File: src/hdl/frame_pacer_with_skip_macros.svh
// Assertion macros shared by the frame pacer RTL.
`ifndef FRAME_PACER_WITH_SKIP_MACROS_SVH
`define FRAME_PACER_WITH_SKIP_MACROS_SVH

// Condition that must hold at every clock edge out of reset.
`define FPSK_ASSERT_ALWAYS(label, cond, msg) \
    label: assert property (@(posedge aclk) disable iff (!aresetn) (cond)) else $error(msg);

// Consequence that must hold in the same cycle as its trigger.
`define FPSK_ASSERT_SAME(label, trig, cond, msg) \
    label: assert property (@(posedge aclk) disable iff (!aresetn) (trig) |-> (cond)) else $error(msg);

// Consequence that must hold in the cycle after its trigger.
`define FPSK_ASSERT_NEXT(label, trig, cond, msg) \
    label: assert property (@(posedge aclk) disable iff (!aresetn) (trig) |=> (cond)) else $error(msg);

`endif

File: src/hdl/fpsk_pkg.sv
// Types, constants and helpers for the frame pacer.
package fpsk_pkg;

    localparam int MS_PER_SEC = 1000;
    localparam int SPEED_IDLE = 100;
    localparam int FPS_W      = 10;
    localparam int SKIP_W     = 8;
    localparam int CNT32_W    = 32;
    localparam int LHS_W      = 42;
    localparam int DIV_W      = 42;
    localparam int MUL_W      = 52;
    localparam int MUL_STEPS  = 10;
    localparam int STEP_W     = 6;
    localparam int GAUGE_W    = 16;
    localparam int OUT_DATA_W = 104;
    localparam int OUT_USER_W = 2;
    localparam int APB_ADDR_W = 3;
    localparam int APB_DATA_W = 32;

    localparam logic [FPS_W-1:0]  TARGET_FPS_RESET = 10'd25;
    localparam logic [SKIP_W-1:0] MAX_SKIP_RESET   = 8'd2;

    localparam logic REG_TARGET_FPS = 1'b0;
    localparam logic REG_MAX_SKIP   = 1'b1;

    typedef enum logic [3:0] {
        ST_IDLE,
        ST_ELAPSED,
        ST_MUL,
        ST_CMP,
        ST_DIV_WAIT,
        ST_APPLY_WAIT,
        ST_WINDOW,
        ST_DIV_SPEED,
        ST_FINISH
    } state_t;

    function automatic logic [CNT32_W-1:0] sat_inc32(input logic [CNT32_W-1:0] v);
        return (&v) ? v : v + 32'd1;
    endfunction

endpackage

File: src/hdl/frame_pacer_with_skip.sv
// The first word after reset or a register write goes from the idle state straight to the
// finish state. Later words pass the elapsed, window and finish states and, as needed,
// a shift-add multiply over the ten target bits, a compare, an apply step and up to two
// passes of the shared restoring divider. One word is in flight at a time. The next word is
// accepted the cycle after the result register loads, which waits out an output stall.
// Reset is synchronous and active low; it loads the defaults and clears the control state.
`include "frame_pacer_with_skip_macros.svh"

module frame_pacer_with_skip #(
    parameter int TIME_BITS = 32
) (
    input  logic                                aclk,
    input  logic                                aresetn,
    input  logic                                s_tvalid,
    output logic                                s_tready,
    // now_ms[31:0]
    input  logic [31:0]                         s_tdata,
    output logic                                m_tvalid,
    input  logic                                m_tready,
    // skip_frame[0], wait_ms[32:1], frame_time_ms[64:33], measured_fps[80:65],
    // speed_percent[96:81], zero padding[103:97]
    output logic [fpsk_pkg::OUT_DATA_W-1:0]     m_tdata,
    // first_frame[0], window_done[1]
    output logic [fpsk_pkg::OUT_USER_W-1:0]     m_tuser,
    input  logic                                psel,
    input  logic                                penable,
    input  logic                                pwrite,
    input  logic [fpsk_pkg::APB_ADDR_W-1:0]     paddr,
    input  logic [fpsk_pkg::APB_DATA_W-1:0]     pwdata,
    output logic [fpsk_pkg::APB_DATA_W-1:0]     prdata,
    output logic                                pready
);

    localparam int CMP_W = (TIME_BITS > fpsk_pkg::LHS_W) ? TIME_BITS : fpsk_pkg::LHS_W;
    localparam int SUM_W = (TIME_BITS > 32) ? TIME_BITS : 32;

    fpsk_pkg::state_t state_reg, state_next;

    logic [fpsk_pkg::FPS_W-1:0]   tfps_reg, tfps_next;
    logic [fpsk_pkg::SKIP_W-1:0]  mskip_reg, mskip_next;
    logic                         started_reg, started_next;
    logic [TIME_BITS-1:0]         sync_start_reg, sync_start_next;
    logic [31:0]                  sync_frames_reg, sync_frames_next;
    logic [fpsk_pkg::SKIP_W-1:0]  skip_run_reg, skip_run_next;
    logic [TIME_BITS-1:0]         window_start_reg, window_start_next;
    logic [31:0]                  window_frames_reg, window_frames_next;
    logic [TIME_BITS-1:0]         last_start_reg, last_start_next;

    logic [TIME_BITS-1:0]         now_reg, now_next;
    logic [TIME_BITS-1:0]         e_reg, e_next;
    logic [TIME_BITS-1:0]         t_reg, t_next;
    logic [fpsk_pkg::LHS_W-1:0]   lhs_reg, lhs_next;
    logic [fpsk_pkg::MUL_W-1:0]   acc_reg, acc_next;
    logic [fpsk_pkg::MUL_W-1:0]   mcand_reg, mcand_next;
    logic [fpsk_pkg::FPS_W-1:0]   rem_reg, rem_next;
    logic [fpsk_pkg::STEP_W-1:0]  cnt_reg, cnt_next;
    logic [31:0]                  wait_reg, wait_next;
    logic [31:0]                  ftime_reg, ftime_next;
    logic                         first_reg, first_next;
    logic                         done_reg, done_next;
    logic [fpsk_pkg::GAUGE_W-1:0] mfps_reg, mfps_next;
    logic [fpsk_pkg::GAUGE_W-1:0] speed_reg, speed_next;

    logic                           m_valid_reg, m_valid_next;
    logic [fpsk_pkg::OUT_DATA_W-1:0] m_data_reg, m_data_next;
    logic [fpsk_pkg::OUT_USER_W-1:0] m_user_reg, m_user_next;

    logic                         cfg_wr;
    logic                         in_acc;
    logic [SUM_W-1:0]             now_ext;
    logic [TIME_BITS-1:0]         now_in;
    logic [SUM_W-1:0]             ftime_ext;
    logic [CMP_W-1:0]             e_cmp;
    logic [fpsk_pkg::LHS_W-1:0]   e_lo;
    logic [fpsk_pkg::LHS_W-1:0]   lhs_calc;
    logic [fpsk_pkg::DIV_W-1:0]   wf100;
    logic [11:0]                  div_part;
    logic [11:0]                  div_diff;
    logic                         div_ge;
    logic [fpsk_pkg::FPS_W-1:0]   div_rem;
    logic [fpsk_pkg::DIV_W-1:0]   div_quo;
    logic [fpsk_pkg::LHS_W-1:0]   wait_wide;
    logic [31:0]                  wait_sat;
    logic [SUM_W-1:0]             t_sum;
    logic [TIME_BITS-1:0]         wdiff;
    logic [fpsk_pkg::MUL_W-1:0]   lhs_mul;

    assign cfg_wr   = psel & penable & pwrite & pready;
    assign pready   = 1'b1;
    assign prdata   = (paddr[2] == fpsk_pkg::REG_MAX_SKIP) ?
                      fpsk_pkg::APB_DATA_W'(mskip_reg) : fpsk_pkg::APB_DATA_W'(tfps_reg);
    assign s_tready = (state_reg == fpsk_pkg::ST_IDLE);
    assign in_acc   = s_tvalid & s_tready;
    assign m_tvalid = m_valid_reg;
    assign m_tdata  = m_data_reg;
    assign m_tuser  = m_user_reg;

    assign now_ext   = SUM_W'(s_tdata);
    assign now_in    = now_ext[TIME_BITS-1:0];
    assign ftime_ext = SUM_W'(now_in - last_start_reg);
    assign e_cmp     = CMP_W'(e_reg);
    assign e_lo      = e_cmp[fpsk_pkg::LHS_W-1:0];
    assign lhs_calc  = fpsk_pkg::LHS_W'({sync_frames_reg, 10'b0})
                     - fpsk_pkg::LHS_W'({sync_frames_reg, 4'b0})
                     - fpsk_pkg::LHS_W'({sync_frames_reg, 3'b0});
    assign wf100     = fpsk_pkg::DIV_W'({window_frames_reg, 6'b0})
                     + fpsk_pkg::DIV_W'({window_frames_reg, 5'b0})
                     + fpsk_pkg::DIV_W'({window_frames_reg, 2'b0});
    assign lhs_mul   = fpsk_pkg::MUL_W'(lhs_reg);

    assign div_part = {1'b0, rem_reg, acc_reg[fpsk_pkg::DIV_W-1]};
    assign div_diff = div_part - {2'b0, tfps_reg};
    assign div_ge   = ~div_diff[11];
    assign div_rem  = div_ge ? div_diff[fpsk_pkg::FPS_W-1:0] : div_part[fpsk_pkg::FPS_W-1:0];
    assign div_quo  = {acc_reg[fpsk_pkg::DIV_W-2:0], div_ge};

    assign wait_wide = acc_reg[fpsk_pkg::DIV_W-1:0] - e_lo;
    assign wait_sat  = (|wait_wide[fpsk_pkg::LHS_W-1:32]) ? '1 : wait_wide[31:0];
    assign t_sum     = SUM_W'(now_reg) + SUM_W'(wait_sat);
    assign wdiff     = t_reg - window_start_reg;

    always_ff @(posedge aclk) begin
        if (!aresetn) begin
            state_reg <= fpsk_pkg::ST_IDLE;
        end else begin
            state_reg <= state_next;
        end
    end

    always_ff @(posedge aclk) begin
        if (!aresetn) begin
            tfps_reg          <= fpsk_pkg::TARGET_FPS_RESET;
            mskip_reg         <= fpsk_pkg::MAX_SKIP_RESET;
            started_reg       <= 1'b0;
            sync_start_reg    <= '0;
            sync_frames_reg   <= '0;
            skip_run_reg      <= '0;
            window_start_reg  <= '0;
            window_frames_reg <= '0;
            last_start_reg    <= '0;
            m_valid_reg       <= 1'b0;
        end else begin
            tfps_reg          <= tfps_next;
            mskip_reg         <= mskip_next;
            started_reg       <= started_next;
            sync_start_reg    <= sync_start_next;
            sync_frames_reg   <= sync_frames_next;
            skip_run_reg      <= skip_run_next;
            window_start_reg  <= window_start_next;
            window_frames_reg <= window_frames_next;
            last_start_reg    <= last_start_next;
            m_valid_reg       <= m_valid_next;
        end
    end

    always_ff @(posedge aclk) begin
        now_reg    <= now_next;
        e_reg      <= e_next;
        t_reg      <= t_next;
        lhs_reg    <= lhs_next;
        acc_reg    <= acc_next;
        mcand_reg  <= mcand_next;
        rem_reg    <= rem_next;
        cnt_reg    <= cnt_next;
        wait_reg   <= wait_next;
        ftime_reg  <= ftime_next;
        first_reg  <= first_next;
        done_reg   <= done_next;
        mfps_reg   <= mfps_next;
        speed_reg  <= speed_next;
        m_data_reg <= m_data_next;
        m_user_reg <= m_user_next;
    end

    always_comb begin
        state_next         = state_reg;
        tfps_next          = tfps_reg;
        mskip_next         = mskip_reg;
        started_next       = started_reg;
        sync_start_next    = sync_start_reg;
        sync_frames_next   = sync_frames_reg;
        skip_run_next      = skip_run_reg;
        window_start_next  = window_start_reg;
        window_frames_next = window_frames_reg;
        last_start_next    = last_start_reg;
        now_next           = now_reg;
        e_next             = e_reg;
        t_next             = t_reg;
        lhs_next           = lhs_reg;
        acc_next           = acc_reg;
        mcand_next         = mcand_reg;
        rem_next           = rem_reg;
        cnt_next           = cnt_reg;
        wait_next          = wait_reg;
        ftime_next         = ftime_reg;
        first_next         = first_reg;
        done_next          = done_reg;
        mfps_next          = mfps_reg;
        speed_next         = speed_reg;
        m_valid_next       = m_valid_reg;
        m_data_next        = m_data_reg;
        m_user_next        = m_user_reg;

        if (m_valid_reg && m_tready) begin
            m_valid_next = 1'b0;
        end

        case (state_reg)
            fpsk_pkg::ST_IDLE: begin
                if (in_acc) begin
                    now_next  = now_in;
                    t_next    = now_in;
                    wait_next = '0;
                    if (!started_reg) begin
                        started_next       = 1'b1;
                        sync_start_next    = now_in;
                        window_start_next  = now_in;
                        sync_frames_next   = '0;
                        window_frames_next = '0;
                        skip_run_next      = '0;
                        last_start_next    = now_in;
                        first_next         = 1'b1;
                        ftime_next         = '0;
                        done_next          = 1'b0;
                        mfps_next          = '0;
                        speed_next         = '0;
                        state_next         = fpsk_pkg::ST_FINISH;
                    end else begin
                        first_next         = 1'b0;
                        ftime_next         = ftime_ext[31:0];
                        window_frames_next = fpsk_pkg::sat_inc32(window_frames_reg);
                        if (tfps_reg != '0) begin
                            sync_frames_next = fpsk_pkg::sat_inc32(sync_frames_reg);
                        end
                        e_next     = now_in - sync_start_reg;
                        state_next = fpsk_pkg::ST_ELAPSED;
                    end
                end
            end
            fpsk_pkg::ST_ELAPSED: begin
                lhs_next = lhs_calc;
                if (tfps_reg == '0) begin
                    state_next = fpsk_pkg::ST_WINDOW;
                end else if (e_cmp > CMP_W'(lhs_calc)) begin
                    if (skip_run_reg < mskip_reg) begin
                        skip_run_next = skip_run_reg + 8'd1;
                    end else begin
                        sync_start_next  = now_reg;
                        sync_frames_next = '0;
                        skip_run_next    = '0;
                    end
                    state_next = fpsk_pkg::ST_WINDOW;
                end else begin
                    mcand_next = fpsk_pkg::MUL_W'(e_lo);
                    acc_next   = '0;
                    cnt_next   = '0;
                    state_next = fpsk_pkg::ST_MUL;
                end
            end
            fpsk_pkg::ST_MUL: begin
                if (tfps_reg[cnt_reg[3:0]]) begin
                    acc_next = acc_reg + mcand_reg;
                end
                mcand_next = {mcand_reg[fpsk_pkg::MUL_W-2:0], 1'b0};
                cnt_next   = cnt_reg + 6'd1;
                if (cnt_reg == fpsk_pkg::STEP_W'(fpsk_pkg::MUL_STEPS - 1)) begin
                    state_next = fpsk_pkg::ST_CMP;
                end
            end
            fpsk_pkg::ST_CMP: begin
                if (lhs_mul == acc_reg) begin
                    sync_start_next  = now_reg;
                    sync_frames_next = '0;
                    skip_run_next    = '0;
                    state_next       = fpsk_pkg::ST_WINDOW;
                end else if (lhs_mul > acc_reg) begin
                    acc_next   = lhs_mul;
                    rem_next   = '0;
                    cnt_next   = '0;
                    state_next = fpsk_pkg::ST_DIV_WAIT;
                end else begin
                    if (skip_run_reg < mskip_reg) begin
                        skip_run_next = skip_run_reg + 8'd1;
                    end else begin
                        sync_start_next  = now_reg;
                        sync_frames_next = '0;
                        skip_run_next    = '0;
                    end
                    state_next = fpsk_pkg::ST_WINDOW;
                end
            end
            fpsk_pkg::ST_DIV_WAIT: begin
                acc_next = fpsk_pkg::MUL_W'(div_quo);
                rem_next = div_rem;
                cnt_next = cnt_reg + 6'd1;
                if (cnt_reg == fpsk_pkg::STEP_W'(fpsk_pkg::DIV_W - 1)) begin
                    state_next = fpsk_pkg::ST_APPLY_WAIT;
                end
            end
            fpsk_pkg::ST_APPLY_WAIT: begin
                wait_next     = wait_sat;
                t_next        = t_sum[TIME_BITS-1:0];
                skip_run_next = '0;
                state_next    = fpsk_pkg::ST_WINDOW;
            end
            fpsk_pkg::ST_WINDOW: begin
                last_start_next = t_reg;
                if (wdiff >= TIME_BITS'(fpsk_pkg::MS_PER_SEC)) begin
                    done_next          = 1'b1;
                    mfps_next          = (|window_frames_reg[31:16]) ? '1 :
                                         window_frames_reg[15:0];
                    window_start_next  = t_reg;
                    window_frames_next = '0;
                    if (tfps_reg != '0) begin
                        acc_next   = fpsk_pkg::MUL_W'(wf100);
                        rem_next   = '0;
                        cnt_next   = '0;
                        state_next = fpsk_pkg::ST_DIV_SPEED;
                    end else begin
                        speed_next = fpsk_pkg::GAUGE_W'(fpsk_pkg::SPEED_IDLE);
                        state_next = fpsk_pkg::ST_FINISH;
                    end
                end else begin
                    done_next  = 1'b0;
                    mfps_next  = '0;
                    speed_next = '0;
                    state_next = fpsk_pkg::ST_FINISH;
                end
            end
            fpsk_pkg::ST_DIV_SPEED: begin
                acc_next = fpsk_pkg::MUL_W'(div_quo);
                rem_next = div_rem;
                cnt_next = cnt_reg + 6'd1;
                if (cnt_reg == fpsk_pkg::STEP_W'(fpsk_pkg::DIV_W - 1)) begin
                    speed_next = (|div_quo[fpsk_pkg::DIV_W-1:16]) ? '1 : div_quo[15:0];
                    state_next = fpsk_pkg::ST_FINISH;
                end
            end
            fpsk_pkg::ST_FINISH: begin
                if (!m_valid_reg || m_tready) begin
                    m_valid_next = 1'b1;
                    m_data_next  = fpsk_pkg::OUT_DATA_W'({speed_reg, mfps_reg, ftime_reg,
                                                          wait_reg, (skip_run_reg != '0)});
                    m_user_next  = {done_reg, first_reg};
                    state_next   = fpsk_pkg::ST_IDLE;
                end
            end
            default: begin
                state_next = fpsk_pkg::ST_IDLE;
            end
        endcase

        if (cfg_wr) begin
            if (paddr[2] == fpsk_pkg::REG_TARGET_FPS) begin
                tfps_next = pwdata[fpsk_pkg::FPS_W-1:0];
            end else begin
                mskip_next = pwdata[fpsk_pkg::SKIP_W-1:0];
            end
            started_next       = 1'b0;
            sync_start_next    = '0;
            sync_frames_next   = '0;
            skip_run_next      = '0;
            window_start_next  = '0;
            window_frames_next = '0;
            last_start_next    = '0;
        end
    end

    `FPSK_ASSERT_SAME(a_first_clean, m_tvalid && m_tuser[0], m_tdata == '0, "First word carries data")
    `FPSK_ASSERT_SAME(a_gauges_idle, m_tvalid && !m_tuser[1], m_tdata[96:65] == '0, "Stale gauges")
    `FPSK_ASSERT_NEXT(a_one_in_flight, s_tvalid && s_tready, !s_tready, "Second word taken too early")
    `FPSK_ASSERT_ALWAYS(a_skip_bound, skip_run_reg <= mskip_reg, "Skip run beyond limit")

endmodule

File: config.mk
export PLATFORM = sky130hd
export DESIGN_NAME = frame_pacer_with_skip
export DESIGN_NICKNAME = d
export VERILOG_FILES = /design/src/hdl/fpsk_pkg.sv /design/src/hdl/frame_pacer_with_skip.sv
export VERILOG_INCLUDE_DIRS = /design/src /design/src/hdl
export SDC_FILE = /design/constraint.sdc
export NUM_CORES = 2
export LEC_CHECK = 0
export ABC_AREA = 0
export ABC_CLOCK_PERIOD_IN_PS = 15150
export BUFFER_PORTS_ARGS = -buffer_cell sky130_fd_sc_hd__buf_2
export CAP_MARGIN = 20
export CORE_MARGIN = 4
export CORE_UTILIZATION = 50
export CTS_CLUSTER_SIZE = 40
export DETAILED_ROUTE_END_ITERATION = 7
export PLACE_DENSITY = 0.74
export SETUP_SLACK_MARGIN = 0.2
export SLEW_MARGIN = 0
export SYNTH_ARGS = -nofsm -noshare
export SYNTH_HDL_FRONTEND = slang
export SYNTH_SLANG_ARGS = --single-unit
File: constraint.sdc
create_clock -name aclk -period 15.15 [get_ports aclk]
set_input_delay 1.515 -clock aclk [delete_from_list [all_inputs] [get_ports aclk]]
set_output_delay 1.515 -clock aclk [all_outputs]
set_load 0.1 [all_outputs]
==> results.yml <==
clocking:
  h-tree-depth: 3
  cts.sinks: 644
  ctsHoldBuffers: 0
  clock_latency_ps: 650
  post_cts_resized: 0
  cts_buffer_depth: 3
  tritoncts: "yes"
  cts.clk_slew.worst_paths_ps: 70
  cts-root-buf: "clkbuf_16"
  cts_buffers: 76
  post_cts_buffers: 0
hold_path:
  hp-class: "register to register"
  min_path_cells: 0
placed_design:
  port_buffers: 160
  place_ws_ps: 6730
  gp_congestion: 0.933
  hpwl_um: 95300
sta:
  fmax_ghz: 0.117
  skew_ps: 30.6
  period_minus_slack_ps: 8580
  rsz0062_at_grt: "no"
  slew_viol_final: 0
  tightest_slew_ps: 1230
  slew_headroom_pct: 17.7
  hold_viol: 0
  setup_viol_count_final: 0
  fin_ws_ps: 6570
  fin_crit_sh_pct: 56.6
  setup_tns_ps: 0
global_route:
  grt_overflow: 0
  grt_pass1_wl_um: 198000
  antenna_found_initial: 2
  grt_usage_pct: 26.0
  grt_pass1_vias: 34761
  grt_max_degree: 91
power_and_ir_drop:
  switching_power_w: 0.00463
  seq_power_share_pct: 29.3
  power_w: 0.0101
  max-vdd-ir-drop_mv: 0.158
  p_per_area_nw_per_um2: 203
  netSwitchingFraction_pct: 46.0
  power.internal_w: 0.00543
  pwr-share-clk_pct: 19.3
  p_leak_nw: 20.4
  power_frac_comb_pct: 51.3
logic_synthesis:
  netlist_area_um2: 45100
  synth.avg_cell_area_um2: 9.42
  ys.flop_type: "edfxtp_1"
  seq_area_frac_synth_pct: 38.6
  async_flop_share_pct: 0
  yosysWarningCount: 0
  synth_edf_count: 452
  synth_seq_cells: 644
  synth_cell_types: 97
  synthCells: 4783
die:
  io_pins: 215
  die-height_um: 308
  die-area_um2: 95000
  dieWidth_um: 308
  start_util_pct: 50.7
  core_area_um2: 88900
  rows: 109
run:
  drv_cap: 0
route:
  drt_iter0_drc: 3624
  drt_pass1_iterations: 6
  postRouteAntennaNets: 0
  via_per_inst: 6.05
  routed_wl_um: 125000
  dr_total_vias: 36924
  avgRoutedWirePerCell_um: 20.5
  drc: 0
cells_and_area:
  fin_nets: 5457
  largest_reg_flops: 97
  finish.utilization_pct: 55.7
  drive_above_1_share_pct: 8.83
  area_delta_synth_final_pct: 9.83
  fillers: 7840
run_status:
  status: "complete, no violations"
worst_setup_path:
  start_kind: "register"
  crit_required_ps: 15510
  end_kind: "register"
  crit_type: "register to register"
  worstPathArrival_ps: 8940
  rr_worst_depth: 25
  worstPathMaxFanout: 35
cells in the mapped netlist (all sizes together), types with 10 or more instances:
cell type / number / area [µm²]
edfxtp: 452 / 13600
ha: 448 / 5610
nand2: 444 / 1670
a21oi: 350 / 1840
inv: 347 / 1300
nor2: 333 / 1250
o21ai: 333 / 1670
dfxtp: 192 / 3840
clkbuf: 147 / 552
a21o: 141 / 1060
nand3: 135 / 676
xnor2: 122 / 1070
xor2: 105 / 920
a211oi: 93 / 848
o21a: 88 / 661
nor3: 85 / 425
nand4: 70 / 438
buf: 63 / 419
or3: 63 / 394
fa: 61 / 1220
mux2i: 48 / 480
and2: 46 / 288
and3: 42 / 263
nor2b: 40 / 250
a22o: 36 / 315
o21bai: 35 / 263
nand2b: 34 / 213
a21boi: 33 / 248
a222oi: 31 / 310
o211ai: 31 / 233
a31oi: 30 / 188
o31ai: 26 / 195
nor4: 22 / 144
o31a: 18 / 158
or2: 17 / 106
nor3b: 14 / 105
o22ai: 14 / 87.6
a211o: 13 / 114
and4: 13 / 114
or4: 13 / 101
nand3b: 10 / 75.1
worst paths after layout:
path | from | end | slack [ps]
hold reg to reg | mfps_reg[6] | m_tdata[71] | 410
hold / removal | mfps_reg[6] | m_tdata[71] | 410
setup / recovery | acc_reg[0] | t_reg[30] | 6570
setup reg to reg | acc_reg[0] | t_reg[30] | 6570
worst max-delay path: stages (launching register included):
cell	delay [ps]
edfxtp_1	430
inv_1	80
ha_1	220
fa_1	410
nor2b_1	180
o31a_1	200
o31ai_1	220
a211oi_1	750
nor3b_1	180
o21ai_0	640
a211o_1	230
nand4_1	120
and4b_2	800
buf_4	510
nand2_1	120
ha_1	250
o41ai_1	530
o21ai_0	300
o21bai_1	270
o41ai_1	620
o311ai_0	380
a21oi_1	310
o21a_1	170
o21ai_0	110
xnor2_1	130
o21ai_0	80
placed cells by master (no fill, tap or decap), types with 20 or more instances in the layout:
master and n:
xnor2_1 122, edfxtp_1 452, conb_1 30, a222oi_1 31
nand2b_1 34, and2_1 45, nand3_1 134, a211oi_2 30
nand2_1 441, mux2i_1 48, o211ai_1 31, nor3_1 80
and3_1 42, a21boi_0 32, o31ai_1 26, a22o_1 36
ha_1 448, nor2_1 329, fa_1 61, buf_4 34
o21bai_1 35, buf_2 160, dfxtp_1 192, inv_1 345
nand4_1 70, a211oi_1 63, o21a_1 88, a21oi_2 23
clkbuf_16 77, nor2b_1 39, or3_1 63, xor2_1 105
o21ai_0 324, nor4_1 20, a31oi_1 30, a21o_1 140
a21oi_1 327
cell families after synthesis:
family          after synthesis  share of synthesized area [%]
mux                          55                           1.29
xor+xnor                    227                           4.41
simple gates               1399                           14.8
buf+inv                     557                           5.04
compound gates             1390                           20.6
fa+ha+maj                   509                           15.1
other cells                   2                         0.0167
flops                       644                           38.6
cell type report:
cell class	instances	area [µm²]	area share (%)
antenna	1	2.50	0.00505
inverter	347	1300	2.63
timing repair buffer	195	1080	2.19
clock buffer	94	2050	4.14
multi-input combinational	3610	25600	51.7
clock inverter	48	602	1.22
tap	1165	1460	2.94
sequential	644	17400	35.2
stage by stage:
stage / cell area (µm²) / instances / hold WS [ps]
final: 49500 / 6104 / 409
after global routing: 49500 / 6103 / 418
after CTS: 49500 / 6101 / 411
after detailed placement: 46800 / 5959 / 405
after global placement: 46800 / 5959 / 401
after floorplan: 45200 / 4811 / 400
metal layers:
| metal | up-vias | track usage [%] | part of all wire [%] |
|---|---|---|---|
| met3 | 218 | 3.89 | 7.2 |
| met4 | 0 | 8.20 | 3.2 |
| met1 | 17694 | 37.7 | 46 |
| met5 | - | 0 | 0 |
| met2 | 1381 | 40.1 | 43 |
| li1 | 17631 | - | - |
power groups by stage:
| stage | registers [W] | clock network [W] | logic (W) |
|---|---|---|---|
| 2_1_floorplan | 0.00318 | 0 | 0.00341 |
| 3_3_place_gp | 0.00296 | 0 | 0.00499 |
| 3_5_place_dp | 0.00297 | 0 | 0.00506 |
| 4_1_cts | 0.00294 | 0.00197 | 0.00510 |
| 5_1_grt | 0.00299 | 0.00205 | 0.00565 |
| 6_report | 0.00295 | 0.00194 | 0.00516 |
(Power assumes the default switching activity.)
